$ cat src/rtl/crc8_word_frame_codec_defines.svh
// Assertion macros for the word framing codec.
`ifndef CRC8_WORD_FRAME_CODEC_DEFINES_SVH
`define CRC8_WORD_FRAME_CODEC_DEFINES_SVH

// Checks that a condition holds at every clock edge outside reset.
`define CRC8WFC_ALWAYS(label, cond, msg) \
  label: assert property (@(posedge clk) disable iff (rst) (cond)) else $error(msg);

// Checks that a consequence holds whenever its antecedent holds.
`define CRC8WFC_IMPLIES(label, ante, cons, msg) \
  label: assert property (@(posedge clk) disable iff (rst) (ante) |-> (cons)) \
    else $error(msg);

`endif

$ cat src/rtl/crc8wfc_pkg.sv
`default_nettype none

package crc8wfc_pkg;

  localparam int MAX_WORDS_DEFAULT = 16;
  localparam int QUEUE_DEPTH_DEFAULT = 4;

  localparam logic [7:0] CRC_INIT = 8'hFF;
  localparam logic [7:0] CRC_POLY = 8'h31;
  localparam logic [7:0] CRC_TOP = 8'h80;

  localparam logic [4:0] WPF_RESET = 5'd2;

  localparam logic [1:0] FUNC_RESYNC = 2'd0;
  localparam logic [1:0] FUNC_RX = 2'd1;
  localparam logic [1:0] FUNC_TX = 2'd2;

  localparam logic KIND_TX = 1'b0;
  localparam logic KIND_RX = 1'b1;

  typedef struct packed {
    logic        kind;
    logic [15:0] word;
    logic [7:0]  crc;
    logic        word_ok;
    logic        frame_ok;
    logic        frame_end;
  } entry_t;

  function automatic logic [7:0] crc_feed(input logic [7:0] crc_in, input logic [7:0] data);
    logic [7:0] c;
    c = crc_in ^ data;
    for (int k = 0; k < 8; k++) begin
      if ((c & CRC_TOP) != 8'h00) begin
        c = {c[6:0], 1'b0} ^ CRC_POLY;
      end else begin
        c = {c[6:0], 1'b0};
      end
    end
    return c;
  endfunction

endpackage

`default_nettype wire

$ cat src/rtl/crc8wfc_fifo.sv
`default_nettype none

module crc8wfc_fifo
  import crc8wfc_pkg::*;
#(
  parameter int DEPTH = QUEUE_DEPTH_DEFAULT
) (
  input  wire    clk,
  input  wire    rst,
  input  wire    push,
  input  entry_t push_entry,
  output logic   full,
  input  wire    pop,
  output entry_t head,
  output logic   empty
);

  localparam int PTR_W = (DEPTH > 1) ? $clog2(DEPTH) : 1;
  localparam int CNT_W = $clog2(DEPTH + 1);

  entry_t slots [DEPTH];
  logic [PTR_W-1:0] wr_ptr;
  logic [PTR_W-1:0] rd_ptr;
  logic [CNT_W-1:0] count;

  assign full = (count == CNT_W'(DEPTH));
  assign empty = (count == '0);
  assign head = slots[rd_ptr];

  always_ff @(posedge clk) begin
    if (push) begin
      slots[wr_ptr] <= push_entry;
    end
  end

  always_ff @(posedge clk) begin
    if (rst) begin
      wr_ptr <= '0;
      rd_ptr <= '0;
      count <= '0;
    end else begin
      if (push) begin
        wr_ptr <= (wr_ptr == PTR_W'(DEPTH - 1)) ? '0 : wr_ptr + 1'b1;
      end
      if (pop) begin
        rd_ptr <= (rd_ptr == PTR_W'(DEPTH - 1)) ? '0 : rd_ptr + 1'b1;
      end
      if (push && !pop) begin
        count <= count + 1'b1;
      end else if (pop && !push) begin
        count <= count - 1'b1;
      end
    end
  end

endmodule

`default_nettype wire

$ cat src/rtl/crc8wfc_front.sv
`default_nettype none

module crc8wfc_front
  import crc8wfc_pkg::*;
#(
  parameter int MAX_WORDS = MAX_WORDS_DEFAULT
) (
  input  wire         clk,
  input  wire         rst,
  input  wire         cfg_wr_en,
  input  wire  [4:0]  cfg_wr_data,
  input  wire         accept,
  input  wire  [1:0]  func,
  input  wire  [7:0]  rx_byte,
  input  wire  [15:0] tx_word,
  output logic        push,
  output entry_t      push_entry
);

  localparam int IDX_W = (MAX_WORDS > 1) ? $clog2(MAX_WORDS) : 1;
  localparam int CMP_W = ($clog2(MAX_WORDS + 1) > 5) ? $clog2(MAX_WORDS + 1) : 5;

  logic [1:0]       byte_position;
  logic [IDX_W-1:0] word_index;
  logic [7:0]       held_msb;
  logic [7:0]       held_lsb;
  logic [7:0]       running_crc;
  logic             frame_good;
  logic [4:0]       words_per_frame;

  logic [7:0]       crc_in;
  logic [7:0]       crc_rx;
  logic [7:0]       crc_tx_hi;
  logic [CMP_W-1:0] frame_len;
  logic             ok;
  logic             fok;
  logic             fend;

  assign crc_in = (byte_position == 2'd0) ? CRC_INIT : running_crc;
  assign crc_rx = crc_feed(crc_in, rx_byte);
  assign crc_tx_hi = crc_feed(CRC_INIT, tx_word[15:8]);

  always_comb begin
    if (words_per_frame == 5'd0) begin
      frame_len = CMP_W'(1);
    end else if (CMP_W'(words_per_frame) > CMP_W'(MAX_WORDS)) begin
      frame_len = CMP_W'(MAX_WORDS);
    end else begin
      frame_len = CMP_W'(words_per_frame);
    end
  end

  assign ok = (running_crc == rx_byte);
  assign fok = frame_good & ok;
  assign fend = ((CMP_W'(word_index) + CMP_W'(1)) >= frame_len);

  always_comb begin
    push = 1'b0;
    push_entry.kind = KIND_RX;
    push_entry.word = {held_msb, held_lsb};
    push_entry.crc = crc_tx_hi;
    push_entry.word_ok = ok;
    push_entry.frame_ok = fok;
    push_entry.frame_end = fend;
    if (accept && func == FUNC_RX && byte_position == 2'd2) begin
      push = 1'b1;
    end else if (accept && func == FUNC_TX) begin
      push = 1'b1;
      push_entry.kind = KIND_TX;
      push_entry.word = tx_word;
      push_entry.word_ok = 1'b0;
      push_entry.frame_ok = 1'b0;
      push_entry.frame_end = 1'b0;
    end
  end

  always_ff @(posedge clk) begin
    if (rst) begin
      words_per_frame <= WPF_RESET;
    end else if (cfg_wr_en) begin
      words_per_frame <= cfg_wr_data;
    end
  end

  always_ff @(posedge clk) begin
    if (rst) begin
      byte_position <= 2'd0;
      word_index <= '0;
      held_msb <= 8'h00;
      held_lsb <= 8'h00;
      running_crc <= CRC_INIT;
      frame_good <= 1'b1;
    end else if (accept) begin
      unique case (func)
        FUNC_RESYNC: begin
          byte_position <= 2'd0;
          word_index <= '0;
          running_crc <= CRC_INIT;
          frame_good <= 1'b1;
        end
        FUNC_RX: begin
          unique case (byte_position)
            2'd0: begin
              held_msb <= rx_byte;
              running_crc <= crc_rx;
              byte_position <= 2'd1;
            end
            2'd1: begin
              held_lsb <= rx_byte;
              running_crc <= crc_rx;
              byte_position <= 2'd2;
            end
            default: begin
              if (fend) begin
                word_index <= '0;
                frame_good <= 1'b1;
              end else begin
                word_index <= word_index + 1'b1;
                frame_good <= fok;
              end
              byte_position <= 2'd0;
              running_crc <= CRC_INIT;
            end
          endcase
        end
        default: begin
        end
      endcase
    end
  end

endmodule

`default_nettype wire

$ cat src/rtl/crc8wfc_back.sv
`default_nettype none

module crc8wfc_back
  import crc8wfc_pkg::*;
(
  input  wire         clk,
  input  wire         rst,
  input  entry_t      head,
  input  wire         empty,
  output logic        pop,
  output logic        out_valid,
  input  wire         out_ready,
  output logic        result_kind,
  output logic [7:0]  tx_byte,
  output logic [15:0] rx_word,
  output logic        word_ok,
  output logic        frame_ok,
  output logic        frame_end,
  output logic        run_end
);

  localparam logic [1:0] STEP_HI = 2'd0;
  localparam logic [1:0] STEP_LO = 2'd1;
  localparam logic [1:0] STEP_CRC = 2'd2;

  logic [1:0] step;
  logic [1:0] step_next;
  logic [7:0] crc_reg;
  logic       load;

  assign load = !empty && (!out_valid || out_ready);

  always_comb begin
    step_next = step;
    pop = 1'b0;
    if (load) begin
      if (head.kind == KIND_RX) begin
        pop = 1'b1;
      end else begin
        unique case (step)
          STEP_HI: step_next = STEP_LO;
          STEP_LO: step_next = STEP_CRC;
          default: begin
            step_next = STEP_HI;
            pop = 1'b1;
          end
        endcase
      end
    end
  end

  always_ff @(posedge clk) begin
    if (rst) begin
      out_valid <= 1'b0;
      step <= STEP_HI;
    end else begin
      step <= step_next;
      if (load) begin
        out_valid <= 1'b1;
      end else if (out_ready) begin
        out_valid <= 1'b0;
      end
    end
  end

  always_ff @(posedge clk) begin
    if (load) begin
      if (head.kind == KIND_RX) begin
        result_kind <= KIND_RX;
        tx_byte <= 8'h00;
        rx_word <= head.word;
        word_ok <= head.word_ok;
        frame_ok <= head.frame_ok;
        frame_end <= head.frame_end;
        run_end <= 1'b1;
      end else begin
        result_kind <= KIND_TX;
        rx_word <= 16'h0000;
        word_ok <= 1'b0;
        frame_ok <= 1'b0;
        frame_end <= 1'b0;
        unique case (step)
          STEP_HI: begin
            tx_byte <= head.word[15:8];
            run_end <= 1'b0;
            crc_reg <= crc_feed(head.crc, head.word[7:0]);
          end
          STEP_LO: begin
            tx_byte <= head.word[7:0];
            run_end <= 1'b0;
          end
          default: begin
            tx_byte <= crc_reg;
            run_end <= 1'b1;
          end
        endcase
      end
    end
  end

endmodule

`default_nettype wire

$ cat src/rtl/crc8_word_frame_codec.sv
// A result is written into the queue and then into the output registers of the back end.
// One received byte is taken per cycle while the queue is not full; a word to
// transmit gives three results, one per framed byte on the result channel, and
// the queue depth sets how far input runs ahead of a stalled output.
// Reset (rst, synchronous, active high) empties the queue, restarts the receive
// counters with the CRC at 0xFF and the frame marked good, and sets the frame length to 2.
`default_nettype none

`include "crc8_word_frame_codec_defines.svh"

module crc8_word_frame_codec
  import crc8wfc_pkg::*;
#(
  parameter int MAX_WORDS = MAX_WORDS_DEFAULT,
  parameter int QUEUE_DEPTH = QUEUE_DEPTH_DEFAULT
) (
  input  wire         clk,
  input  wire         rst,
  input  wire         cfg_wr_en,
  input  wire  [4:0]  cfg_wr_data,
  input  wire         in_valid,
  output logic        in_ready,
  input  wire  [1:0]  func,
  input  wire  [7:0]  rx_byte,
  input  wire  [15:0] tx_word,
  output logic        out_valid,
  input  wire         out_ready,
  output logic        result_kind,
  output logic [7:0]  tx_byte,
  output logic [15:0] rx_word,
  output logic        word_ok,
  output logic        frame_ok,
  output logic        frame_end,
  output logic        run_end
);

  logic   accept;
  logic   push;
  entry_t push_entry;
  logic   full;
  logic   pop;
  entry_t head;
  logic   empty;

  assign in_ready = !full;
  assign accept = in_valid && in_ready;

  crc8wfc_front #(
    .MAX_WORDS(MAX_WORDS)
  ) u_front (
    .clk(clk),
    .rst(rst),
    .cfg_wr_en(cfg_wr_en),
    .cfg_wr_data(cfg_wr_data),
    .accept(accept),
    .func(func),
    .rx_byte(rx_byte),
    .tx_word(tx_word),
    .push(push),
    .push_entry(push_entry)
  );

  crc8wfc_fifo #(
    .DEPTH(QUEUE_DEPTH)
  ) u_fifo (
    .clk(clk),
    .rst(rst),
    .push(push),
    .push_entry(push_entry),
    .full(full),
    .pop(pop),
    .head(head),
    .empty(empty)
  );

  crc8wfc_back u_back (
    .clk(clk),
    .rst(rst),
    .head(head),
    .empty(empty),
    .pop(pop),
    .out_valid(out_valid),
    .out_ready(out_ready),
    .result_kind(result_kind),
    .tx_byte(tx_byte),
    .rx_word(rx_word),
    .word_ok(word_ok),
    .frame_ok(frame_ok),
    .frame_end(frame_end),
    .run_end(run_end)
  );

  `CRC8WFC_ALWAYS(a_no_overflow, !(push && full), "word pushed into a full queue")
  `CRC8WFC_ALWAYS(a_no_underflow, !(pop && empty), "word popped from an empty queue")
  `CRC8WFC_IMPLIES(a_frame_needs_word, out_valid && result_kind == KIND_RX && frame_ok, word_ok, "frame good on a failed word")
  `CRC8WFC_IMPLIES(a_tx_fields_clear, out_valid && result_kind == KIND_TX, rx_word == 16'h0000 && !word_ok && !frame_ok && !frame_end, "transmit result carries receive fields")

endmodule

`default_nettype wire

$ cat config.mk
export PLATFORM = sky130hd
export DESIGN_NAME = crc8_word_frame_codec
export DESIGN_NICKNAME = d
export VERILOG_FILES = /design/src/rtl/crc8wfc_pkg.sv /design/src/rtl/crc8wfc_fifo.sv /design/src/rtl/crc8wfc_front.sv /design/src/rtl/crc8wfc_back.sv /design/src/rtl/crc8_word_frame_codec.sv
export VERILOG_INCLUDE_DIRS = /design/src /design/src/rtl
export SDC_FILE = /design/constraint.sdc
export NUM_CORES = 1
export LEC_CHECK = 0
export BUFFER_PORTS_ARGS = -buffer_cell sky130_fd_sc_hd__buf_2
export CAP_MARGIN = 20
export CORE_MARGIN = 2
export CORE_UTILIZATION = 56
export DETAILED_ROUTE_END_ITERATION = 10
export PLACE_DENSITY = 0.76
export SYNTH_ARGS = -nofsm -noshare
export SYNTH_HDL_FRONTEND = slang
export SYNTH_SLANG_ARGS = --single-unit
export TNS_END_PERCENT = 30
$ cat constraint.sdc
create_clock -name clk -period 9 [get_ports clk]
set_input_delay 1.35 -clock clk [delete_from_list [all_inputs] [get_ports clk]]
set_output_delay 1.35 -clock clk [all_outputs]
set_load 0.03 [all_outputs]
==> impl_metrics.py <==
metrics = {
    "clocking": {
        "cts_root_buf": "clkbuf_16",
        "holdBufCountCts": 0,
        "cts_buffers": 17,
        "cts_tree": "built",
        "clock-sinks": 197,
        "htreeDepth": 4,
        "worstSkewPairLatency_ps": 430,
        "clk_pin_slew_ps": 60,
        "post_cts_buffers": 0,
        "cts_buffer_depth": 2,
        "cts-resized-gates": 0,
    },
    "timing": {
        "tightestPinTransition_ps": 905,
        "finalClockSkew_ps": 10.5,
        "tns_ps": 0,
        "fin_crit_ps": 3770,
        "slew_viol_final": 0,
        "fin_ws_ps": 5230,
        "finalSetupViolCount": 0,
        "slew-limit-headroom": 0.395,
        "fmax_mhz": 265,
        "rsz0062_at_grt": "false",
        "finalHoldViolCount": 0,
        "finalCritPeriodShare": 0.419,
    },
    "cells_and_area": {
        "area_growth_pct": 12.2,
        "largest_reg_flops": 112,
        "final_cell_mix": "edfxtp_1, buf_2, nor2_1, dfxtp_1, xnor2_1",
        "layout_commonest_cell": "edfxtp_1",
        "drive_gt1_frac": 0.228,
        "reg_top3": "u_fifo.slots (112), u_back.rx_word (16)",
        "fin_util": 0.636,
        "final_area_mm2": 0.00959,
        "largest_register": "u_fifo.slots",
        "fin_nets": 682,
        "diodes": 0,
    },
    "pwr": {
        "p_int_mw": 1.85,
        "ir_drop_mv": 0.151,
        "p_leak_nw": 3.49,
        "pwr-share-comb": 0.289,
        "p_switching_mw": 0.824,
        "power.density_mw_per_mm2": 279,
        "p_sw_frac": 0.308,
        "seq_power_share": 0.452,
        "power_mw": 2.68,
        "clock_power_share": 0.259,
    },
    "critical_path": {
        "required_ps": 9340,
        "r2r_slack_ps": 5230,
        "cp-start-kind": "flip-flop",
        "cp_max_fo": 30,
        "rr_endpoint": "u_fifo.count[2]",
        "crit_type": "reg2reg",
        "cp-end-kind": "flip-flop",
        "reg2regPathDepth": 10,
        "worst_ep_arrival_time_ps": 4110,
    },
    "die": {
        "row_count": 45,
        "initial_core_util": 0.567,
        "dieArea_mm2": 0.0163,
        "core_area_mm2": 0.0151,
        "num_io_pins": 67,
        "die_x_um": 128,
        "die_y_um": 128,
    },
    "place": {
        "dpl_cell_area_mm2": 0.00905,
        "dp_slack_ps": 5020,
        "gp_congestion": 0.815,
        "hpwl_mm": 10.3,
        "port_buffers": 66,
    },
    "routing": {
        "drcViolationCount": 0,
        "viasPerCell": 5.53,
        "post_drt_wl_per_cell_um": 18.1,
        "wl_mm": 15.1,
        "dr.pass1.iters": 4,
        "via_count": 4610,
        "postRouteAntennaNets": 0,
        "drt_iter0_drc": 233,
    },
    "synthesis": {
        "synth.distinct_cells": 48,
        "synth_edf_count": 149,
        "synth_nets": 616,
        "synth_warnings": 0,
        "synthXorXnorAreaFrac": 0.0829,
        "async_flop_share": 0,
        "synth_compound_area_frac": 0.0323,
        "synth_ff_type": "edfxtp_1",
        "syn_avg_cell_area_um2": 15.1,
        "synthCells": 567,
        "synthAdderAreaFrac": 0.0199,
        "ys_seq_area_frac": 0.635,
        "synth_top_family_by_area": "multiplexers",
        "synthSimpleGateAreaFrac": 0.0717,
        "synth_mux_area_frac": 0.139,
        "ys_ff_latch": 197,
        "synthesis.area_mm2": 0.00855,
    },
    "min_path": {
        "holdPathEnd": "u_front.frame_good",
        "min_path_type": "reg2reg",
        "hp-start": "u_front.frame_good",
        "whs_path_depth": 2,
    },
    "global_route": {
        "grt_max_degree": 38,
        "antenna_found_initial": 0,
        "gr-total-overflow": 0,
        "first_global_vias": 4679,
        "grt_usage": 0.200,
        "grt_pass1_wl_mm": 24.8,
    },
    "job": {
        "maxCapViolCount": 0,
    },
    "outcome": {
        "outcome": "finished, final reports clean",
    },
}
layer usage:
layer,track usage,vias to the layer above,part of all wire
met3,0.0398,9,0.041
met4,0.0789,0,0.0099
met1,0.278,2279,0.46
li1,-,2205,-
met2,0.317,117,0.49
met5,0,-,0
worst max path at each step:
| stage | to | cells past startpoint | slack, ps |
|---|---|---|---|
| after floorplan | u_fifo.count[2] | 9 | 4590 |
| after global placement | u_fifo.count[2] | 10 | 5110 |
| after detailed placement | u_fifo.count[2] | 10 | 5020 |
| after CTS | u_fifo.count[2] | 10 | 5190 |
| after global routing | u_fifo.count[2] | 10 | 4930 |
| final | u_fifo.count[2] | 10 | 5230 |
final cells by class:
cell class | instances | area (um^2)
clock buffer | 27 | 483
clock inverter | 5 | 53.8
fill | 1101 | 5500
inverter | 9 | 33.8
multi-input combinational | 334 | 2970
sequential | 197 | 5440
tap | 188 | 235
timing repair buffer | 74 | 388
power groups by stage:
stage,Clock [mW],Sequential [mW],Combinational [mW]
floorplan,0,1.35,0.490
global placement,0,1.23,0.762
detailed placement,0,1.23,0.782
CTS,0.709,1.21,0.783
global route,0.744,1.22,0.845
finish,0.694,1.21,0.774
worst max-delay path: stages, from the launching register on:
cell     delay [ps]
dfxtp_1         310
buf_4           440
mux4_1          970
or2_2           430
nand2_1         180
ha_1            220
inv_1            70
fa_1            430
xor2_1          180
or3_1           310
a21oi_1         150
through the flow:
| step | hold WS, ps | cells |
|---|---|---|
| after floorplan | 448 | 567 |
| after global placement | 459 | 801 |
| after detailed placement | 461 | 801 |
| after CTS | 471 | 833 |
| after global routing | 482 | 834 |
| final | 472 | 834 |
logic make-up (layout without fill, tap and decap cells):
kind of cell / after synthesis / count (layout)
flip-flops: 197 / 197
AND/OR/NAND/NOR: 131 / 131
multiplexers: 78 / 78
XOR/XNOR: 70 / 70
AO/OA/AOI/OAI: 42 / 42
buffers and inverters: 36 / 115
adder cells (fa/ha/maj): 13 / 13
synthesized netlist by cell type, drive strengths merged, types with 2 or more instances:
| library cell | number | share of area |
|---|---|---|
| xor2 | 26 | 0.033 |
| mux2i | 34 | 0.040 |
| dfxtp | 48 | 0.11 |
| o211ai | 4 | 0.0035 |
| a21o | 4 | 0.0035 |
| o22ai | 4 | 0.0029 |
| clkbuf | 18 | 0.0079 |
| nand3 | 2 | 0.0012 |
| inv | 9 | 0.0039 |
| nor2 | 63 | 0.028 |
| nor3 | 5 | 0.0029 |
| or3 | 2 | 0.0015 |
| ha | 12 | 0.018 |
| a211oi | 2 | 0.0023 |
| nand4 | 2 | 0.0015 |
| edfxtp | 149 | 0.52 |
| and3 | 4 | 0.0029 |
| xnor2 | 43 | 0.047 |
| and2 | 23 | 0.017 |
| nand2b | 6 | 0.0044 |
| mux4 | 28 | 0.078 |
| nor2b | 2 | 0.0015 |
| nand2 | 19 | 0.0083 |
| a22o | 2 | 0.0020 |
| a21oi | 19 | 0.011 |
| mux2 | 16 | 0.021 |
| o21ai | 4 | 0.0028 |
| buf | 9 | 0.0075 |
(Power assumes the default switching activity.)
